[config.mk]
export PLATFORM = sky130hd
export DESIGN_NAME = otsu_mul
export DESIGN_NICKNAME = d
export VERILOG_FILES = /design/src/hw/rtl/otsu_pkg.sv /design/src/hw/rtl/otsu_mul.sv
export SDC_FILE = /design/constraint.sdc
export NUM_CORES = 1
export LEC_CHECK = 0
export BUFFER_PORTS_ARGS = -buffer_cell sky130_fd_sc_hd__buf_2
export CAP_MARGIN = 40
export CORE_MARGIN = 2
export CORE_UTILIZATION = 45
export CTS_CLUSTER_SIZE = 40
export DETAILED_ROUTE_END_ITERATION = 16
export MAX_ROUTING_LAYER = met4
export PLACE_DENSITY_LB_ADDON = 0.08
export SLEW_MARGIN = 20
export SYNTH_ARGS = -nofsm -noshare
export SYNTH_HDL_FRONTEND = slang
export SYNTH_SLANG_ARGS = --single-unit
[constraint.sdc]
create_clock -name clk_i -period 4.7 [get_ports clk_i]
set_clock_uncertainty 0.2 [all_clocks]
set_input_delay 0.235 -clock clk_i [delete_from_list [all_inputs] [get_ports clk_i]]
set_output_delay 0.235 -clock clk_i [all_outputs]
set_load 0.01 [all_outputs]
[src/hw/rtl/otsu_pkg.sv]
package otsu_pkg;

  // Input tuser codes.
  localparam logic FUNC_COUNT    = 1'b0;
  localparam logic FUNC_BINARIZE = 1'b1;

  // Output tuser codes.
  localparam logic KIND_THRESH = 1'b0;
  localparam logic KIND_PIXEL  = 1'b1;

  typedef struct packed {
    logic busy;
    logic done;
  } otsu_mul_stat_t;

endpackage

[src/hw/rtl/otsu_mul.sv]
module otsu_mul import otsu_pkg::*; #(
  parameter int AW = 112,
  parameter int BW = 56
) (
  input  logic           clk_i,
  input  logic           rst_ni,
  input  logic           start_i,
  input  logic [AW-1:0]  a_i,
  input  logic [BW-1:0]  b_i,
  output logic [AW+BW-1:0] prod_o,
  output otsu_mul_stat_t stat_o
);

  localparam int CNTW = $clog2(BW + 1);

  logic [AW+BW-1:0] p_q, p_d;
  logic [AW-1:0]    a_q;
  logic [CNTW-1:0]  cnt_q;
  logic             busy_q, done_q;
  logic [AW:0]      sum;

  // Shift-add: one multiplier bit per cycle, low bits of p hold the remaining multiplier.
  assign sum = {1'b0, p_q[AW+BW-1:BW]} + (p_q[0] ? {1'b0, a_q} : {(AW+1){1'b0}});
  assign p_d = {sum, p_q[BW-1:1]};

  always_ff @(posedge clk_i or negedge rst_ni) begin
    if (!rst_ni) begin
      busy_q <= 1'b0;
      done_q <= 1'b0;
      cnt_q  <= '0;
    end else begin
      done_q <= 1'b0;
      if (start_i) begin
        busy_q <= 1'b1;
        cnt_q  <= CNTW'(BW);
      end else if (busy_q) begin
        cnt_q <= cnt_q - 1'b1;
        if (cnt_q == CNTW'(1)) begin
          busy_q <= 1'b0;
          done_q <= 1'b1;
        end
      end
    end
  end

  always_ff @(posedge clk_i) begin
    if (start_i) begin
      p_q <= {{AW{1'b0}}, b_i};
      a_q <= a_i;
    end else if (busy_q) begin
      p_q <= p_d;
    end
  end

  assign prod_o = p_q;
  assign stat_o = '{busy: busy_q, done: done_q};

endmodule
======== After elaboration in Yosys (flattened, before gate mapping) ========
Cells that the tools add are included.
storage, ports and cells
  bits in registers ....................... 288
  input bits .............................. 171
  output and inout port bits .............. 170
cells by class
  reduce and logical (&&, ||, !) cells .... 1
  $add $sub $neg .......................... 2
  multiplexer cells ....................... 11
  eq/ne operators ......................... 1
operators by type and width
  kind                 number
  $add 112x112->113    1
  $mux 112             1
  $mux 56              2
  $mux 6               2
  $eq 6x1->1 const B   1
  $mux 1               6
  $sub 6x1->6 const B  1
  $reduce_bool 2->1    1

======== Logic depth before layout (Yosys ltp) ========
  word-level depth ........................ 4
  gate-level depth with buffers ........... 16
  mapped depth without buffers ............ 14

======== Worst setup path before layout ========
Ideal clock, no wire load.
  path type ............................... flip-flop to flip-flop
  start point ............................. register p_q[0], in the netlist prod_o[0]
  end point ............................... register p_q[161], in the netlist prod_o[161]
  setup time .............................. 0.122 ns
  arrival time ............................ 3.464 ns
  data required time ...................... 4.378 ns
  path slack .............................. 0.914 ns
  cell stages (with the launch flop) ...... 17
  period minus slack after synthesis ...... 3.786 ns
  cell sequence ........................... edfxtp_1 -> clkbuf_1 -> clkbuf_1 -> and2_1 -> ha_1 -> buf_2 -> nand4_1 -> or3_4 -> or4_1 -> inv_1 -> a21oi_1 -> a21boi_1 -> a21oi_1 -> a211oi_2 -> o21ai_4 -> a2111oi_1 -> a221o_1
on the way
  word-level cells in the longest chain between the ends .. 2
RTL lines
  element                 RTL line        text
  from (decl)             otsu_mul.sv:16  logic [AW+BW-1:0] p_q, p_d;
  from (signal assigned)  otsu_mul.sv:48  p_q <= {{AW{1'b0}}, b_i};
  from (signal assigned)  otsu_mul.sv:51  p_q <= p_d;
  $mux 112                otsu_mul.sv:23  assign sum = {1'b0, p_q[AW+BW-1:BW]} + (p_q[0] ? {1'b0, a_q} : {(AW+1){1'b0}});
  $add 112x112->113       otsu_mul.sv:23
No other way between the ends.
A chain may end at the register's enable or synchronous reset.

======== Worst setup path after layout ========
  start point ............................. register p_q[0], in the netlist prod_o[0]
  end point ............................... register p_q[165], in the netlist prod_o[165]
The elaborated chain is that of the path after synthesis.

==> impl_metrics.xml <==
<?xml version="1.0" encoding="UTF-8"?>
<metrics>
  <group name="routing">
    <metric name="postRouteAntennaNets" unit="">0</metric>
    <metric name="drc_errors" unit="">0</metric>
    <metric name="detail_route.vias_per_cell" unit="">5.513</metric>
    <metric name="routed_wirelength" unit="µm">57260</metric>
    <metric name="detail_route.first_pass.iterations" unit="">5</metric>
    <metric name="drt_iter0_drc" unit="">1032</metric>
    <metric name="vias" unit="">16240</metric>
    <metric name="drt-wirelength-per-cell" unit="µm">19.44</metric>
  </group>
  <group name="yosys">
    <metric name="syn_area_per_cell" unit="µm²">9.449</metric>
    <metric name="yosys_synthesis_warning_count" unit="">0</metric>
    <metric name="syn-cell-area" unit="mm²">0.01781</metric>
    <metric name="synth_sequential_area_ratio" unit="%">42.04</metric>
    <metric name="async_set_or_reset_flop_fraction_in_the_synthesized_netlist" unit="%">2.778</metric>
    <metric name="dominantRegCellSynth" unit="">sky130_fd_sc_hd__edfxtp_1</metric>
    <metric name="post_synth_inst_count" unit="">1885</metric>
    <metric name="postSynthRegisterBits" unit="">288</metric>
    <metric name="synth.distinct_cells" unit="">84</metric>
    <metric name="synth_fp_nets" unit="">2171</metric>
    <metric name="synth_edf_count" unit="">168</metric>
  </group>
  <group name="clock_network">
    <metric name="clock_sinks" unit="">288</metric>
    <metric name="tritoncts_buffer_count" unit="">35</metric>
    <metric name="clk_pin_slew" unit="ns">0.06</metric>
    <metric name="cts_tree" unit="">yes</metric>
    <metric name="clock_tree.buffer_depth" unit="">3</metric>
    <metric name="clockRootBuffer" unit="">sky130_fd_sc_hd__clkbuf_16</metric>
    <metric name="cts_max_level" unit="">2</metric>
    <metric name="clk_lat_worst_skew" unit="ns">0.57</metric>
  </group>
  <group name="worst_setup_path">
    <metric name="r2r_setup_slack" unit="ns">0.20</metric>
    <metric name="critPathMaxFanout" unit="">36</metric>
    <metric name="setup.worst_path.class" unit="">flip-flop to flip-flop</metric>
    <metric name="end_kind" unit="">flip-flop</metric>
    <metric name="crit_arrival" unit="ns">4.75</metric>
    <metric name="worstPathRequired" unit="ns">4.95</metric>
    <metric name="critPathLaunchType" unit="">flip-flop</metric>
  </group>
  <group name="run">
    <metric name="drv_cap" unit="">0</metric>
  </group>
  <group name="power_and_ir_drop">
    <metric name="power-per-cell-area" unit="mW/mm²">427.9</metric>
    <metric name="vdd_drop_max" unit="V">0.0003368</metric>
    <metric name="design_power_total" unit="mW">9.934</metric>
    <metric name="leakage" unit="nW">10.35</metric>
  </group>
  <group name="timing">
    <metric name="whs" unit="ns">0.1728</metric>
    <metric name="setup_viol_count_final" unit="">0</metric>
    <metric name="achievable_frequency" unit="MHz">222.3</metric>
    <metric name="setup_tns" unit="ns">0</metric>
    <metric name="min_period" unit="ns">4.499</metric>
    <metric name="period_share" unit="%">95.72</metric>
    <metric name="max_slew.worst_pin.slew" unit="ns">0.7985</metric>
    <metric name="hold_violations" unit="">0</metric>
    <metric name="slew_violations" unit="">0</metric>
    <metric name="max-slew-margin-rel" unit="%">46.77</metric>
    <metric name="layout_setup_ws" unit="ns">0.2012</metric>
  </group>
  <group name="final_layout">
    <metric name="filler_cell_count" unit="">3417</metric>
    <metric name="post-route-cell-area" unit="mm²">0.02321</metric>
    <metric name="final_cell_count_no_fill" unit="">2945</metric>
    <metric name="layout.nets" unit="">2685</metric>
    <metric name="ff_latch_area" unit="mm²">0.007491</metric>
    <metric name="syn2layout_area_growth" unit="%">30.33</metric>
    <metric name="area_occupied_by_multi_input_gates" unit="mm²">0.009793</metric>
    <metric name="proportion_of_layout_cells_with_a_drive_suffix_above_1" unit="%">22.42</metric>
    <metric name="final_util" unit="%">59.79</metric>
  </group>
  <group name="floorplan">
    <metric name="fp.dieH" unit="µm">202.9</metric>
    <metric name="chipWidth" unit="µm">202.9</metric>
    <metric name="die-area" unit="mm²">0.04119</metric>
    <metric name="ios" unit="">341</metric>
    <metric name="starting_utilization_of_the_core_area" unit="%">45.87</metric>
    <metric name="num_rows" unit="">72</metric>
    <metric name="core_area" unit="mm²">0.03883</metric>
  </group>
  <group name="grt">
    <metric name="number_of_global_route_vias_before_repair" unit="">16240</metric>
    <metric name="global_route_congestion_overflow_total" unit="">0</metric>
    <metric name="grt_util_all_layers" unit="%">28.05</metric>
    <metric name="grt_antenna_before_repair" unit="">1</metric>
    <metric name="grt_first_pass_wirelength" unit="µm">88440</metric>
    <metric name="grt_max_degree" unit="">90</metric>
  </group>
  <group name="placed_design">
    <metric name="post_dp_cell_area" unit="mm²">0.02033</metric>
    <metric name="gp_congestion" unit="">0.9238</metric>
    <metric name="portBuffers" unit="">340</metric>
    <metric name="place.detailed.instances" unit="">2705</metric>
    <metric name="dp_hpwl" unit="µm">42480</metric>
    <metric name="placement.setup.worst_slack" unit="ns">0.1146</metric>
  </group>
  <group name="status">
    <metric name="status" unit="">complete, no violations</metric>
  </group>
  <group name="worst_hold_path">
    <metric name="min-delay-path-class" unit="">input port to flip-flop</metric>
  </group>
</metrics>
==> power by group <==
part	switching (mW)	total (mW)	internal, mW	leakage [nW]
Sequential	0.334	3.45	3.12	2.71
Combinational	2.21	3.81	1.60	7.12
Clock	1.14	2.67	1.54	0.529
==> layout make-up <==
| cell class | instances | area share, % |
|---|---|---|
| clock inverter | 17 | 0.7223 |
| tap | 518 | 2.792 |
| antenna | 1 | 0.01078 |
| multi-input combinational | 1458 | 42.19 |
| timing repair buffer | 577 | 17.33 |
| clock buffer | 47 | 4.053 |
| inverter | 39 | 0.6306 |
| sequential | 288 | 32.27 |
==> path summary, 6_finish.rpt <==
check	start	to	cells after the start
max	prod_o[0]	prod_o[165]	16
min	a_i[98]	a_q[98]	2
max reg2reg	prod_o[0]	prod_o[165]	16
min reg2reg	prod_o[158]	prod_o[158]	2
max in group asynchronous	rst_ni	busy_q	3
min in group asynchronous	rst_ni	cnt_q[0]	3
==> repair_timing <==
item / CTS / global route
gates resized for setup: 0 / 2
setup buffers: 0 / 3
hold buffers: 171 / 0
endpoints found under the setup margin: 0 / 4
endpoints found under the hold margin: 235 / 0
==> layout by cell type (no fill, tap or decap), types with 59 or more instances in the layout <==
cell and n:
sky130_fd_sc_hd__ha_1 114, sky130_fd_sc_hd__edfxtp_1 168, sky130_fd_sc_hd__and2_1 116, sky130_fd_sc_hd__xnor2_1 70, sky130_fd_sc_hd__a21oi_1 163, sky130_fd_sc_hd__nor2_1 152, sky130_fd_sc_hd__buf_4 59, sky130_fd_sc_hd__dlygate4sd3_1 171
sky130_fd_sc_hd__buf_2 339, sky130_fd_sc_hd__o21ai_0 135, sky130_fd_sc_hd__nand2_1 185, sky130_fd_sc_hd__dfxtp_1 112
==> layer usage <==
layer | global-route usage, % | vias up | part of all wire (%)
met5 | - | - | 0
met4 | 8.107 | 0 | 2.4
met3 | 4.334 | 79 | 6.0
met2 | 44.17 | 485 | 46
met1 | 37.49 | 7751 | 46
li1 | - | 7920 | -
==> cells in the mapped netlist (15+ instances only) <==
master	n	area, µm²
sky130_fd_sc_hd__clkbuf_1	79	296.5
sky130_fd_sc_hd__inv_1	39	146.4
sky130_fd_sc_hd__xnor2_1	70	613.1
sky130_fd_sc_hd__dfxtp_1	112	2242
sky130_fd_sc_hd__mux2_2	57	641.9
sky130_fd_sc_hd__a21oi_1	164	820.8
sky130_fd_sc_hd__o21ai_0	135	675.7
sky130_fd_sc_hd__nand2_1	185	694.4
sky130_fd_sc_hd__xor2_1	35	306.5
sky130_fd_sc_hd__edfxtp_1	168	5045
sky130_fd_sc_hd__nor2_1	153	574.3
sky130_fd_sc_hd__nand4_1	54	337.8
sky130_fd_sc_hd__o21bai_1	31	232.7
sky130_fd_sc_hd__a21o_1	58	435.4
sky130_fd_sc_hd__mux2i_1	48	480.5
sky130_fd_sc_hd__nand3_1	15	75.07
sky130_fd_sc_hd__and2_1	116	725.7
sky130_fd_sc_hd__nor3_1	20	100.1
sky130_fd_sc_hd__ha_1	114	1426
sky130_fd_sc_hd__o21a_1	20	150.1
==> logic make-up after synthesis <==
logic type | synth area share, %
flops | 42.04
buf+inv | 3.084
compound gates | 18.83
simple gates | 16.46
fa+ha+maj | 8.121
mux | 6.301
xor+xnor | 5.163
==> registers in the layout, indices dropped and copies added, names as in the netlist <==
signal and cells:
cnt_q 6, done_q 1, prod_o 168, busy_q 1
a_q 112
==> critical path, stage by stage, from the launching register on <==
cell	delay [ns]
sky130_fd_sc_hd__edfxtp_1	0.48
sky130_fd_sc_hd__buf_4	0.20
sky130_fd_sc_hd__buf_12	0.15
sky130_fd_sc_hd__and2_1	0.15
sky130_fd_sc_hd__ha_1	0.35
sky130_fd_sc_hd__a21oi_1	0.28
sky130_fd_sc_hd__o21bai_1	0.11
sky130_fd_sc_hd__a21oi_1	0.30
sky130_fd_sc_hd__o211ai_1	0.24
sky130_fd_sc_hd__a21oi_1	0.27
sky130_fd_sc_hd__a21boi_1	0.42
sky130_fd_sc_hd__a21oi_1	0.23
sky130_fd_sc_hd__a211oi_2	0.23
sky130_fd_sc_hd__buf_4	0.16
sky130_fd_sc_hd__o21ai_4	0.08
sky130_fd_sc_hd__a21bo_2	0.23
sky130_fd_sc_hd__a221o_1	0.30
Note: power is estimated with default switching activity, not from simulation.
